$ cat src/assert_macros.svh
// ----------------------------------------------------------------------------
// assert_macros.svh
// Shared concurrent assertion macros, clocked on i_clk, quiet in reset
// ----------------------------------------------------------------------------
`ifndef ASSERT_MACROS_SVH
`define ASSERT_MACROS_SVH

// condition that must hold at every clock edge out of reset
`define SLM_ASSERT(lbl, cond, msg) \
    lbl: assert property (@(posedge i_clk) disable iff (!i_rst_n) (cond)) \
        else $error(msg);

// implication checked at the same clock edge
`define SLM_ASSERT_IMP(lbl, ante, cons, msg) \
    lbl: assert property (@(posedge i_clk) disable iff (!i_rst_n) (ante) |-> (cons)) \
        else $error(msg);

`endif

$ cat src/slm_pkg.sv
// ----------------------------------------------------------------------------
// slm_pkg
// Field widths and request codes of the sorted list merge block
// ----------------------------------------------------------------------------
package slm_pkg;

    localparam int VALUE_W  = 32;
    localparam int MODE_W   = 2;
    localparam int OUT_USER_W = 2;

    typedef logic [MODE_W-1:0]  t_mode;
    typedef logic [VALUE_W-1:0] t_value;

    localparam t_mode MODE_LOAD_FIRST  = 2'd0;
    localparam t_mode MODE_LOAD_SECOND = 2'd1;
    localparam t_mode MODE_MERGE       = 2'd2;

    // positions in the result tuser
    localparam int USER_FROM_SECOND = 0;
    localparam int USER_OVERFLOW    = 1;

endpackage

$ cat src/slm_ram.sv
// ----------------------------------------------------------------------------
// slm_ram
// Generic single write port, single read port RAM with registered read
// ----------------------------------------------------------------------------
module slm_ram #(
    parameter  int WIDTH = 32,
    parameter  int DEPTH = 32,
    localparam int AW    = (DEPTH > 1) ? $clog2(DEPTH) : 1
) (
    input  logic             i_clk,
    input  logic             i_we,
    input  logic [AW-1:0]    i_waddr,
    input  logic [WIDTH-1:0] i_wdata,
    input  logic [AW-1:0]    i_raddr,
    output logic [WIDTH-1:0] o_rdata
);

    logic [WIDTH-1:0] r_mem [DEPTH];
    logic [WIDTH-1:0] r_rdata;

    always_ff @(posedge i_clk) begin
        if (i_we) begin
            r_mem[i_waddr] <= i_wdata;
        end
        r_rdata <= r_mem[i_raddr];
    end

    assign o_rdata = r_rdata;

endmodule

$ cat src/sorted_list_merge.sv
// ----------------------------------------------------------------------------
// sorted_list_merge
// Two-way stable merge of two sorted lists of signed 32-bit values
// ----------------------------------------------------------------------------
// Requests with tuser 0 or 1 append tdata to the first or second list; a load
// into a full list is dropped and flagged on every result of the next merge.
// A request with tuser 2 merges both lists in ascending signed order, first
// list first on ties, and empties them. The merge runs through one shared
// compare under a small sequencer and handles each element in a fetch step
// for the list RAM reads and then an emit step for compare and emit; the emit
// step waits while the output register holds a result not yet taken. A merge
// of two empty lists emits no result. The input is not ready while a merge
// runs. Results leave through an output register, so the last result may
// wait while new loads are taken. Request code 3 is accepted and ignored.
// ----------------------------------------------------------------------------
`include "assert_macros.svh"

module sorted_list_merge
    import slm_pkg::*;
#(
    parameter int LIST_DEPTH = 32
) (
    input  logic                  i_clk,
    input  logic                  i_rst_n,
    // request side
    input  logic                  s_axis_tvalid,
    output logic                  s_axis_tready,
    input  logic [VALUE_W-1:0]    s_axis_tdata,   // [31:0] value
    input  logic [MODE_W-1:0]     s_axis_tuser,   // [1:0] mode
    // result side
    output logic                  m_axis_tvalid,
    input  logic                  m_axis_tready,
    output logic [VALUE_W-1:0]    m_axis_tdata,   // [31:0] merged_value
    output logic [OUT_USER_W-1:0] m_axis_tuser,   // [0] from_second, [1] overflow
    output logic                  m_axis_tlast
);

    localparam int CW = $clog2(LIST_DEPTH + 1);
    localparam int AW = (LIST_DEPTH > 1) ? $clog2(LIST_DEPTH) : 1;

    localparam logic [1:0] S_IDLE  = 2'd0;
    localparam logic [1:0] S_FETCH = 2'd1;
    localparam logic [1:0] S_EMIT  = 2'd2;

    logic [1:0]    r_state, n_state;
    logic [CW-1:0] r_cnt_a, n_cnt_a;
    logic [CW-1:0] r_cnt_b, n_cnt_b;
    logic [CW-1:0] r_idx_a, n_idx_a;
    logic [CW-1:0] r_idx_b, n_idx_b;
    logic          r_dropped, n_dropped;

    logic          r_out_valid, n_out_valid;
    t_value        r_out_value, n_out_value;
    logic          r_out_src, n_out_src;
    logic          r_out_last, n_out_last;
    logic          r_out_ovf, n_out_ovf;

    logic          w_accept;
    t_mode         w_mode;
    logic          w_we_a, w_we_b;
    logic          w_full_a, w_full_b;
    t_value        w_rd_a, w_rd_b;
    logic          w_take_a;
    logic          w_out_free;
    logic [CW:0]   w_total;
    logic [CW:0]   w_done_next;

    assign s_axis_tready = (r_state == S_IDLE);
    assign w_accept      = s_axis_tvalid && s_axis_tready;
    assign w_mode        = s_axis_tuser;
    assign w_full_a      = (r_cnt_a >= CW'(LIST_DEPTH));
    assign w_full_b      = (r_cnt_b >= CW'(LIST_DEPTH));
    assign w_we_a        = w_accept && (w_mode == MODE_LOAD_FIRST) && !w_full_a;
    assign w_we_b        = w_accept && (w_mode == MODE_LOAD_SECOND) && !w_full_b;

    slm_ram #(.WIDTH(VALUE_W), .DEPTH(LIST_DEPTH)) u_ram_a (
        .i_clk   (i_clk),
        .i_we    (w_we_a),
        .i_waddr (r_cnt_a[AW-1:0]),
        .i_wdata (s_axis_tdata),
        .i_raddr (r_idx_a[AW-1:0]),
        .o_rdata (w_rd_a)
    );

    slm_ram #(.WIDTH(VALUE_W), .DEPTH(LIST_DEPTH)) u_ram_b (
        .i_clk   (i_clk),
        .i_we    (w_we_b),
        .i_waddr (r_cnt_b[AW-1:0]),
        .i_wdata (s_axis_tdata),
        .i_raddr (r_idx_b[AW-1:0]),
        .o_rdata (w_rd_b)
    );

    // shared compare: first list wins on ties
    assign w_take_a = (r_idx_a < r_cnt_a) &&
                      ((r_idx_b >= r_cnt_b) || ($signed(w_rd_a) <= $signed(w_rd_b)));
    assign w_out_free  = !r_out_valid || m_axis_tready;
    assign w_total     = {1'b0, r_cnt_a} + {1'b0, r_cnt_b};
    assign w_done_next = {1'b0, r_idx_a} + {1'b0, r_idx_b} + (CW+1)'(1);

    always_comb begin
        n_state     = r_state;
        n_cnt_a     = r_cnt_a;
        n_cnt_b     = r_cnt_b;
        n_idx_a     = r_idx_a;
        n_idx_b     = r_idx_b;
        n_dropped   = r_dropped;
        n_out_valid = r_out_valid;
        n_out_value = r_out_value;
        n_out_src   = r_out_src;
        n_out_last  = r_out_last;
        n_out_ovf   = r_out_ovf;

        if (r_out_valid && m_axis_tready) begin
            n_out_valid = 1'b0;
        end

        case (r_state)
            S_IDLE: begin
                if (w_accept) begin
                    case (w_mode)
                        MODE_LOAD_FIRST: begin
                            if (w_full_a) begin
                                n_dropped = 1'b1;
                            end else begin
                                n_cnt_a = r_cnt_a + CW'(1);
                            end
                        end
                        MODE_LOAD_SECOND: begin
                            if (w_full_b) begin
                                n_dropped = 1'b1;
                            end else begin
                                n_cnt_b = r_cnt_b + CW'(1);
                            end
                        end
                        MODE_MERGE: begin
                            n_idx_a = '0;
                            n_idx_b = '0;
                            if (w_total == '0) begin
                                n_dropped = 1'b0;
                            end else begin
                                n_state = S_FETCH;
                            end
                        end
                        default: begin
                        end
                    endcase
                end
            end
            S_FETCH: begin
                n_state = S_EMIT;
            end
            S_EMIT: begin
                if (w_out_free) begin
                    n_out_valid = 1'b1;
                    n_out_value = w_take_a ? w_rd_a : w_rd_b;
                    n_out_src   = !w_take_a;
                    n_out_last  = (w_done_next == w_total);
                    n_out_ovf   = r_dropped;
                    if (w_take_a) begin
                        n_idx_a = r_idx_a + CW'(1);
                    end else begin
                        n_idx_b = r_idx_b + CW'(1);
                    end
                    if (w_done_next == w_total) begin
                        n_state   = S_IDLE;
                        n_cnt_a   = '0;
                        n_cnt_b   = '0;
                        n_idx_a   = '0;
                        n_idx_b   = '0;
                        n_dropped = 1'b0;
                    end else begin
                        n_state = S_FETCH;
                    end
                end
            end
            default: begin
                n_state = S_IDLE;
            end
        endcase
    end

    always_ff @(posedge i_clk) begin
        if (!i_rst_n) begin
            r_state     <= S_IDLE;
            r_cnt_a     <= '0;
            r_cnt_b     <= '0;
            r_idx_a     <= '0;
            r_idx_b     <= '0;
            r_dropped   <= 1'b0;
            r_out_valid <= 1'b0;
        end else begin
            r_state     <= n_state;
            r_cnt_a     <= n_cnt_a;
            r_cnt_b     <= n_cnt_b;
            r_idx_a     <= n_idx_a;
            r_idx_b     <= n_idx_b;
            r_dropped   <= n_dropped;
            r_out_valid <= n_out_valid;
        end
    end

    always_ff @(posedge i_clk) begin
        r_out_value <= n_out_value;
        r_out_src   <= n_out_src;
        r_out_last  <= n_out_last;
        r_out_ovf   <= n_out_ovf;
    end

    assign m_axis_tvalid                  = r_out_valid;
    assign m_axis_tdata                   = r_out_value;
    assign m_axis_tuser[USER_FROM_SECOND] = r_out_src;
    assign m_axis_tuser[USER_OVERFLOW]    = r_out_ovf;
    assign m_axis_tlast                   = r_out_last;

    // read pointers never pass the fill counts
    `SLM_ASSERT(a_idx_in_range, (r_idx_a <= r_cnt_a) && (r_idx_b <= r_cnt_b), "merge index past count")
    // fill counts stay within the list depth
    `SLM_ASSERT(a_cnt_in_range, (r_cnt_a <= CW'(LIST_DEPTH)) && (r_cnt_b <= CW'(LIST_DEPTH)), "list count past depth")
    // an emit step always has an element left to take
    `SLM_ASSERT_IMP(a_emit_has_data, r_state == S_EMIT, (r_idx_a < r_cnt_a) || (r_idx_b < r_cnt_b), "emit with both lists drained")
    // outside a merge both read pointers rest at zero
    `SLM_ASSERT_IMP(a_idle_idx_zero, r_state == S_IDLE, (r_idx_a == '0) && (r_idx_b == '0), "stale merge index while idle")

endmodule
$ cat config.mk
export PLATFORM = sky130hd
export DESIGN_NAME = sorted_list_merge
export DESIGN_NICKNAME = d
export VERILOG_FILES = /design/src/slm_pkg.sv /design/src/slm_ram.sv /design/src/sorted_list_merge.sv
export VERILOG_INCLUDE_DIRS = /design/src /design/src/src
export SDC_FILE = /design/constraint.sdc
export NUM_CORES = 2
export LEC_CHECK = 0
export CAP_MARGIN = 30
export CORE_MARGIN = 2
export CORE_UTILIZATION = 55
export DETAILED_ROUTE_END_ITERATION = 10
export DONT_BUFFER_PORTS = 1
export MAX_ROUTING_LAYER = met4
export PLACE_DENSITY_LB_ADDON = 0.12
export SLEW_MARGIN = 20
export SYNTH_ARGS = -nofsm -noshare
export SYNTH_HDL_FRONTEND = slang
export SYNTH_HIERARCHICAL = 1
export SYNTH_SLANG_ARGS = --single-unit
export TNS_END_PERCENT = 50
$ cat constraint.sdc
create_clock -name i_clk -period 6.5 [get_ports i_clk]
set_input_delay 1.3 -clock i_clk [delete_from_list [all_inputs] [get_ports i_clk]]
set_output_delay 1.3 -clock i_clk [all_outputs]
set_load 0.01 [all_outputs]
# Word-level counts from Yosys, hierarchy flattened
# Memories as Yosys holds them, arrays and structs flattened. A register that Yosys moved wholly into a read port is not among the register bits.
# Cells that the tools add are included.
[totals] ff_bits=63 latch_bits=0 ram_bits=2048 mem_bits_ro=0 input_bits=38 wordCells=111 mem_count=2
[classes] add_sub_neg=7 mul=0 div=0 n_lt_le_gt_ge=5 eq_ne=20 shifts=0 n_mux=42 bitwise_logic=0 reduce_logical=24
[mem_list] name="u_ram_a.r_mem" depth=32 width=32 read_ports=1 rd_clocked_by_memory_dff=1 write_ports=1 line_no="slm_ram.sv:18" rtl="logic [WIDTH-1:0] r_mem [DEPTH];"
[mem_list] name="u_ram_b.r_mem" depth=32 width=32 read_ports=1 rd_clocked_by_memory_dff=1 write_ports=1 line_no="slm_ram.sv:18"
[ops] cell="$mux 6" count=16
[ops] cell="$pmux 6 s2" count=4
[ops] cell="$le 32x32->1" count=1
[ops] cell="$mux 32" count=1
[ops] cell="$add 6x1->6 const B" count=4
[ops] cell="$ne 3x3->1 const B" count=5
[ops] cell="$add 6x6->7" count=2
[ops] cell="$mux 1" count=14
[ops] cell="$ge 6x6->1 const B" count=2
[ops] cell="$reduce_and 6->1" count=2
[ops] cell="$ne 2x2->1 const B" count=5
[ops] cell="$reduce_and 5->1" count=2
[ops] cell="$mux 2" count=4
[ops] cell="$ne 2x1->1 const B" count=4
[ops] cell="$reduce_and 8->1" count=1
[ops] cell="$add 7x1->7 const B" count=1
[ops] cell="$eq 7x7->1" count=1
[ops] cell="$logic_and 1x1->1" count=7
[ops] cell="$logic_not 7->1" count=1
[ops] cell="$ge 6x6->1" count=1
[ops] cell="$lt 6x6->1" count=1
[ops] cell="$pmux 2 s3" count=1
[ops] cell="$eq 2x1->1 const B" count=2
[ops] cell="$eq 2x2->1 const B" count=2
[ops] cell="other kinds (9)" count=14

# Longest topological paths before layout
[logic_depth] word_depth=7 ltp_mapped=12

# Hierarchy
# The synthesis kept the hierarchy.
[modules_own_cells] module="slm_ram (u_ram_a)" instances=1 cells_per_inst=2260 area_per_inst_um2=40492.6 seq_area_each_um2=31390.1
[modules_own_cells] module="slm_ram (u_ram_b)" instances=1 cells_per_inst=2260 area_per_inst_um2=40485.1 seq_area_each_um2=31390.1
[modules_own_cells] module="sorted_list_merge" instances=1 cells_per_inst=505 area_per_inst_um2=4508.1 seq_area_each_um2=1611.5

# Least setup slack after synthesis
# OpenSTA, ideal clock, no wires.
[synth_path] path_type="input to register" start="in s_axis_tuser[0]" end="mem u_ram_a.r_mem[28][0] (enable)" setup_ns=0.421 t_arrival_ns=4.094 required_time_ns=6.079 slack_ns=1.985 cell_stages=6 path_buffers=1 cell_sequence="inv_1 -> ha_1 -> nor3b_1 -> or3b_2 -> clkbuf_1 -> nor2_1"
[synth_between] elab_chain_len=5
[synth_rtl] element="from (decl)" line_no="sorted_list_merge.sv:29" rtl="input logic [MODE_W-1:0] s_axis_tuser,"
[synth_rtl] element="$logic_not 2->1" line_no="sorted_list_merge.sv:73" rtl="assign w_we_a = w_accept && (w_mode == MODE_LOAD_FIRST) && !w_full_a;"
[synth_rtl] element="$logic_and 1x1->1 (2 in a row)" line_no="sorted_list_merge.sv:73"
[synth_rtl] element="named net w_we_a" line_no="sorted_list_merge.sv:60" rtl="logic w_we_a, w_we_b;"
[synth_rtl] element="$mux 1" line_no="slm_ram.sv:22" rtl="if (i_we) begin"
[synth_rtl] element="$mux 1 (not written as such)" line_no="slm_ram.sv:23" rtl="r_mem[i_waddr] <= i_wdata;"
[synth_rtl] element="to (decl)" line_no="slm_ram.sv:18"
# The timed path passes the listed nets, and every way through them passes these cells.

==> reports/results.tsv <==
metric	value	unit
crit-path cells	buf_4 > buf_12 > mux2i_1 > a22o_1 > nor3_1 > a31oi_1 > nand3_1	
initial core utilization	55.4	%
share of flip-flops with an asynchronous set or reset	0	%
setup_tns	0	ps
row count	144	
Final Hold Vio Count	0	
area grow syn2layout	10.9	%
Inserted Clock Buffers	213	
Max-slew headroom	31.8	%
Ports	75	
CTS Sinks	2175	
CP arrival	4830	ps
Peak VDD IR	0.249	mV
WL/cell	28.0	µm
first-pass GRT wire length	299000	µm
max cap viols	0	
reg-to-reg setup timing slack	2320	ps
Hold Worst Slack	443	ps
sequential element share of the synthesized area	75.3	%
GRT Residual Overflow	0	
CP required	7150	ps
RSZ-0062 raised after global routing	false	
ys flop type	edfxtp_1	
Slew Viols, Final	0	
outcome	complete, no violations	
Leak	0.0285	µW
initial antenna violation count	5	
FMAX	0.239	GHz
vias per inst	6.13	
Die Width	398	µm
Pre-antenna DRT Iters	6	
largest family of logic cells by synthesized area	multiplexers	
# hold bufs at CTS	0	
number of H-tree levels	4	
CTS tree	yes	
Synth Area in Compound Gates	5.52	%
vias in the first global route	43900	
Tcrit/Tclk final	64.4	%
Hold WC Path Type	reg -> reg	
pwr dens	289	mW/mm²
Setup violations, final	0	
# resized after CTS	0	
Post-synth EDFFs	2083	
synthesized area	0.0855	mm²
worst-path fanout max	127	
mux cell area share after synthesis	12.1	%
Min Clock Period, post-route	4180	ps
CORE AREA	0.154	mm²
Clk Latency, worst-skew pair	850	ps
drt total wl	205000	µm
Post-Syn Instances	5025	
die height	398	µm
clock tree buffer depth	3	
Port Buffers	0	
nature of the critical path endpoint	register	
Post-Synthesis Net Count	5129	
violation count after the first detailed-route iteration	4572	
Overall Global Routing Usage	26.6	%
DR vias	44800	
Detail Route Antenna Nets	0	
Filler Cell Count	11300	
worst slew pin tran	1010	ps
drc violations	0	
Unique masters post-synth	66	
nets@finish	5187	
Post-Synth Adder-Cell Area	0.984	%
die area	0.159	mm²
syn avg cell area	17.0	µm²
startpoint types	register	
clk_skew	32.0	ps
Crit Path Class	reg -> reg	
FF+latch count, synth	2175	
CP max-delay cell	dfxtp_4	
share of cells above drive strength 1	9.49	%
clk root buf	clkbuf_16	
simple-gate share of the synthesized area	3.85	%
Reg clk slew, reported paths	60	ps
Placer Congestion	0.834	
xor/xnor cell area share of the yosys netlist	0.160	%
post-CTS setup buffer count	0	
DP HPWL	118000	µm
largest net degree at the start of global routing	129	
slowest stage delay, CP	940	ps
synth warn	6	
## sequential cells by signal, indices dropped and copies added, names as in the netlist, 2 cells and up
| name | cells |
|---|---|
| m_axis_tdata | 32 |
| u_ram_b/r_mem | 1024 |
| r_state | 2 |
| u_ram_b/o_rdata | 32 |
| u_ram_a/o_rdata | 32 |
| r_idx_a | 6 |
| r_cnt_a | 6 |
| u_ram_a/r_mem | 1024 |
| r_idx_b | 6 |
| r_cnt_b | 6 |
## final cells by class
| type | count | area [µm²] | share of cell area (%) |
|---|---|---|---|
| Tap cell | 2044 | 2560 | 2.70 |
| Multi-Input combinational cell | 2523 | 19800 | 20.9 |
| Timing Repair Buffer | 110 | 1090 | 1.15 |
| Antenna cell | 3 | 7.51 | 0.00792 |
| Sequential cell | 2175 | 64400 | 67.9 |
| Clock inverter | 113 | 1020 | 1.08 |
| Clock buffer | 279 | 5660 | 5.97 |
| Inverter | 60 | 225 | 0.238 |
## kinds of logic after synthesis
kind of cell / after synthesis
flops: 2175
compound gates: 701
buf+inv: 327
xor+xnor: 13
simple gates: 714
mux: 1029
fa+ha+maj: 66
## critical path, delay by kind of cell, from the launching register on
family	cells	cell delay [ps]
flip-flops	1	940
buffers and inverters	2	1580
AO/OA/AOI/OAI	2	560
AND/OR/NAND/NOR	2	360
multiplexers	1	280
## placed cells by master (no fill, tap or decap), types with 68 or more instances in the layout
master | netlist | final
a21oi_1 | 225 | 225
a22o_1 | 129 | 129
a22oi_1 | 192 | 192
a31oi_1 | 68 | 68
buf_4 | 70 | 92
clkbuf_16 | 0 | 214
dfxtp_1 | 92 | 90
edfxtp_1 | 2083 | 2083
mux2i_1 | 1028 | 1028
nand2_1 | 261 | 260
nand3_1 | 221 | 221
nor3_1 | 69 | 69
## where the power goes
| part | total [µW] | switching, µW | internal [µW] |
|---|---|---|---|
| Combinational | 185 | 126 | 58.3 |
| Sequential | 15400 | 19.9 | 15400 |
| Clock | 11800 | 5140 | 6650 |
## layer usage
layer | vias to the layer above | routed length [µm] | part of all wire [%] | track usage (%)
met5 | - | 0 | 0 | -
met4 | 0 | 3240 | 1.6 | 5.51
met3 | 260 | 13800 | 6.8 | 4.77
met2 | 1396 | 97800 | 48 | 41.0
met1 | 23200 | 90000 | 44 | 37.4
li1 | 19900 | - | - | -
## synth_stat cells (5+ instances only)
cell type,instances,area (µm²)
dfxtp_1,92,1840
buf_6,30,338
nand2_1,261,980
a21o_1,5,37.5
buf_2,60,300
nand2b_1,10,62.6
inv_1,59,221
mux2i_1,1028,10300
nor2b_1,7,43.8
nor3_1,69,345
o22ai_1,5,31.3
or3b_2,6,52.6
nand3b_1,12,90.1
o21ai_0,43,215
a21oi_1,225,1130
clkbuf_1,92,345
nand3_1,221,1110
edfxtp_1,2083,62500
a22oi_1,192,1440
buf_4,70,526
o211ai_1,9,67.6
xnor2_1,7,61.3
nor2_1,88,330
a31oi_1,68,425
a22o_1,129,1130
nand4_1,10,62.6
ha_1,64,801
or3_1,7,43.8
buf_1,11,41.3
## path summary, 6_finish.rpt
kind	start	to	cells after the start
hold / removal	r_dropped$_SDFFE_PN0P_	r_out_ovf$_DFFE_PP_	0
hold reg to reg	r_dropped$_SDFFE_PN0P_	r_out_ovf$_DFFE_PP_	0
setup reg to reg	r_idx_a[0]$_SDFFE_PN0P_	u_ram_a/o_rdata[13]$_DFF_P_	7
setup / recovery	r_idx_a[0]$_SDFFE_PN0P_	u_ram_a/o_rdata[13]$_DFF_P_	7
## through the flow
| step | cells | total power, µW | setup WS [ps] | util (%) | instance area [µm²] |
|---|---|---|---|---|---|
| after global routing | 7305 | 28100 | 2020 | 61.5 | 94800 |
| after CTS | 7300 | 27500 | 2150 | 61.4 | 94700 |
| after detailed placement | 6908 | 15900 | 1600 | 57.1 | 88000 |
| final | 7307 | 27400 | 2320 | 61.5 | 94800 |
| after global placement | 6901 | 15900 | 1020 | 57.0 | 87900 |
| after floorplan | 5025 | 15800 | 1990 | - | 85500 |
No activity file was read; power rests on OpenSTA's default activity.
